==> config.mk <==
export PLATFORM = sky130hd
export DESIGN_NAME = bs_cell
export DESIGN_NICKNAME = d
export VERILOG_FILES = /design/src/hdl/bs_pkg.sv /design/src/hdl/bs_cell.sv
export SDC_FILE = /design/constraint.sdc
export NUM_CORES = 1
export LEC_CHECK = 0
export BUFFER_PORTS_ARGS = -buffer_cell sky130_fd_sc_hd__buf_2
export CELL_PAD_IN_SITES_DETAIL_PLACEMENT = 1
export CELL_PAD_IN_SITES_GLOBAL_PLACEMENT = 1
export CORE_MARGIN = 4
export CORE_UTILIZATION = 29
export DETAILED_ROUTE_END_ITERATION = 6
export PLACE_DENSITY_LB_ADDON = 0.1
export SYNTH_ARGS = -nofsm -noshare
export SYNTH_HDL_FRONTEND = slang
export SYNTH_SLANG_ARGS = --single-unit
==> constraint.sdc <==
create_clock -name clk -period 3.7 [get_ports clk]
set_input_delay 0.925 -clock clk [delete_from_list [all_inputs] [get_ports clk]]
set_output_delay 0.925 -clock clk [all_outputs]
set_load 0.01 [all_outputs]
==> src/hdl/bs_pkg.sv <==
// Shared types and constants for the batch sorter.
package bs_pkg;

  localparam int VALUE_W          = 32;
  localparam int MAX_ITEMS_DEF    = 64;
  localparam int DATA_WIDTH_DEF   = 32;

  typedef struct packed {
    logic [VALUE_W-1:0] value;
    logic               last;
  } item_t;

  typedef struct packed {
    logic [VALUE_W-1:0] sorted_value;
    logic               end_of_batch;
    logic               dropped;
  } result_t;

  // Command broadcast to every cell.
  typedef struct packed {
    logic insert;
    logic shift;
  } cell_cmd_t;

  // Status a cell hands to its right-hand neighbour.
  typedef struct packed {
    logic occ;
    logic takes;
  } link_t;

  typedef enum logic [1:0] {
    ST_FILL  = 2'b01,
    ST_DRAIN = 2'b10
  } state_t;

endpackage

==> src/hdl/bs_cell.sv <==
// One slot of the insertion chain: holds a value and its occupied flag.
module bs_cell #(
  parameter int DATA_WIDTH = bs_pkg::DATA_WIDTH_DEF
) (
  input  logic                  clk,
  input  logic                  rst,
  input  bs_pkg::cell_cmd_t     cmd,
  input  logic [DATA_WIDTH-1:0] ins_value,
  input  bs_pkg::link_t         prev_link,
  input  logic [DATA_WIDTH-1:0] prev_data,
  input  logic                  next_occ,
  input  logic [DATA_WIDTH-1:0] next_data,
  output bs_pkg::link_t         link,
  output logic [DATA_WIDTH-1:0] data
);

  logic occ;

  // An empty slot, or one holding a larger value, gets displaced.
  assign link.occ   = occ;
  assign link.takes = !occ || (data > ins_value);

  always_ff @(posedge clk) begin
    if (rst) begin
      occ <= 1'b0;
    end else if (cmd.insert) begin
      if (link.takes) begin
        occ <= occ | prev_link.occ;
      end
    end else if (cmd.shift) begin
      occ <= next_occ;
    end
  end

  always_ff @(posedge clk) begin
    if (cmd.insert) begin
      if (link.takes) begin
        data <= prev_link.takes ? prev_data : ins_value;
      end
    end else if (cmd.shift) begin
      data <= next_data;
    end
  end

endmodule

==> flow_summary.ini <==
[status]
outcome = completed

[sta]
setup_viol = 0
worstMarginPinSlew_ps = 982
relSlewSlack_pct = 34.6
fin_worst_skew_ps = 6.20
slew_violations = 0
final_hold_viol_count = 0
layout_min_cycle_time_ps = 3580
hold_ws_ps = 648
post-route-period-util_pct = 96.9
setup-tns-final_ps = 0
clock.fmax_mhz = 279
rsz0062_at_grt = no

[clock_network]
cts.sink_count = 33
postCtsHoldBufs = 0
clock_latency_ps = 280
cts_made_buffers = 5
post_cts_resized = 0
cts_tree = built
postCtsSetupBuffers = 0
root_buffer = clkbuf_8
clock_path_buffers = 2
path_clk_slew_ps = 70
ctsHtreeMaxLevel = 2

[die]
dieArea_um2 = 10400
ioPinCount = 137
chipHeight_um = 102
rows = 33
core_region_area_um2 = 8380
die_w_um = 102
start_util_pct = 30.5

[worst_setup_path]
slowest_delay_ps = 480
critical_path_peak_fanout = 3
startpoint_type = primary input
critPathSlowestCell = or4_4
path_class = in2out
crit_family = compound AO/OA/AOI/OAI gates
required_ps = 2770
cp_num_cells = 9
path_cells = buf_2, inv_1, ha_4, a21oi_1, nand2_1, a211o_1, or4_4, a22o_1, buf_2
crit_arrival_ps = 2660
crit_top_cell = buf_2
cp-end-kind = primary output
rr_worst_depth = 7
worst-path-buf-inv = 3

[layout]
drive_gt1_share_pct = 38.4
mostFrequentLayoutCells = buf_2 (136), a21oi_1 (45), inv_1 (36)
multiInputGateArea_um2 = 1430
fin_util_pct = 41.5
final_common_cell = buf_2
fin_nets = 538
final-seq-area_um2 = 981
areaGrowthSynthToFinish_pct = 36.0
insertedDiodeCount = 0
fillers = 1050

[power]
p_seq_share_pct = 42.6
cellPowerDensity_nw_per_um2 = 338
p_clk_share_pct = 24.8
max-vdd-ir-drop_v = 0.000147
power_frac_comb_pct = 32.6
switching_power_uw = 377
p_sw_share_pct = 32.1
fin_total_pwr_mw = 1.18
power.internal_uw = 799
p_leak_nw = 1.76

[route]
drc = 0
first_pass_iters = 6
drtIter0Drc = 35
num_vias = 2402
vias_per_cell = 4.72
ant_nets = 0
wirelength_um = 7480
routedWlPerCell_um = 14.7

[global_route]
grt_max_degree = 39
antenna_found_initial = 1
grt_first_pass_wirelength_um = 11700
grt-ovfl-total = 0
grt_pass1_vias = 2558
grt_usage_pct = 14.3

[synth]
syn_area_um2 = 2560
syn_inst = 269
synth-seq-area-share_pct = 38.4
yosysTopAreaCellShare_pct = 37.6
ys_seq_elements = 33
synth_area_leaders = edfxtp_1 (38%), ha_1 (16%), mux2i_1 (13%)
synth_top_cell_by_area = edfxtp_1
syn_nets = 404
yosysWarnings = 0
synth_cell_types = 33
syn_area_per_cell_um2 = 9.50

[hold_path]
holdPathStages = 2
hp-class = reg2reg

[placed_design]
dpl.hpwl_um = 6110
portBuffers = 136
place.gp.congestion = 0.697

[flow_run]
cap_violations = 0
==> worst paths after layout <==
kind | start | endpoint | slack, ps
min reg2reg | occ | occ | 650
max reg2reg | data[31] | data[0] | 1120
min | occ | occ | 650
max | ins_value[14] | link[0] | 120
==> state kept, by name (all words and copies together) (netlist names) <==
| register | flops |
|---|---|
| data | 32 |
| occ | 1 |
==> area by class of cell <==
| class | count | area share (%) |
|---|---|---|
| multi-input combinational | 187 | 41.1 |
| clock buffer | 8 | 2.59 |
| timing repair buffer | 140 | 20.4 |
| sequential | 33 | 28.2 |
| inverter | 36 | 3.89 |
| tap | 105 | 3.78 |
==> worst register-to-register path: stages (launching register included) <==
cell      delay, ps
edfxtp_1        400
ha_1            340
nand4_2         170
or3_4           430
o31ai_2         290
nand2_1         130
o221ai_4        180
buf_4           320
==> cells by family after synthesis <==
kind of cell | synth area share (%)
compound gates | 14.2
fa+ha+maj | 15.7
buf+inv | 7.54
flops | 38.4
mux | 12.5
simple gates | 11.7
==> routing by layer <==
| metal | GRT usage (%) | vias up | part of all wire (%) |
|---|---|---|---|
| li1 | - | 1231 | - |
| met1 | 17.2 | 1092 | 43 |
| met2 | 25.1 | 73 | 48 |
| met3 | 4.71 | 4 | 8.4 |
| met4 | 3.03 | 2 | 0.56 |
| met5 | 0 | - | 0.094 |
==> through the flow <==
stage                     setup slack, ps  cells  area [um2]
after floorplan                       195    269        2560
after global placement                119    501        3350
after detailed placement              108    501        3350
after CTS                            37.0    509        3440
after global routing                 14.7    509        3480
final                                 116    509        3480
==> Yosys cell counts <==
master / n
a211o_1: 1
or3_4: 1
nor4_1: 2
nand4_4: 1
a221o_1: 1
o221ai_2: 1
or4_1: 1
o31ai_2: 1
nor2_1: 35
o211ai_1: 1
clkbuf_1: 8
a22o_1: 1
a221oi_1: 1
inv_1: 36
a211oi_1: 3
o21ai_1: 2
nand3_1: 3
o21ai_0: 2
nand2b_2: 1
buf_4: 1
nand4_2: 1
a21o_1: 2
nor3_1: 1
ha_1: 32
mux2i_1: 32
nand2_1: 8
edfxtp_1: 32
dfxtp_1: 1
nor2b_1: 1
a2111oi_0: 1
a21oi_1: 45
buf_2: 4
nand4_1: 6
==> power groups by stage <==
| stage | clock [mW] | sequential (mW) | combinational (mW) |
|---|---|---|---|
| 2_1_floorplan | 0 | 0.531 | 0.195 |
| 3_3_place_gp | 0 | 0.506 | 0.379 |
| 3_5_place_dp | 0 | 0.510 | 0.384 |
| 4_1_cts | 0.299 | 0.501 | 0.386 |
| 5_1_grt | 0.313 | 0.508 | 0.440 |
| 6_report | 0.291 | 0.501 | 0.384 |
Note: power is estimated with default switching activity, not from simulation.
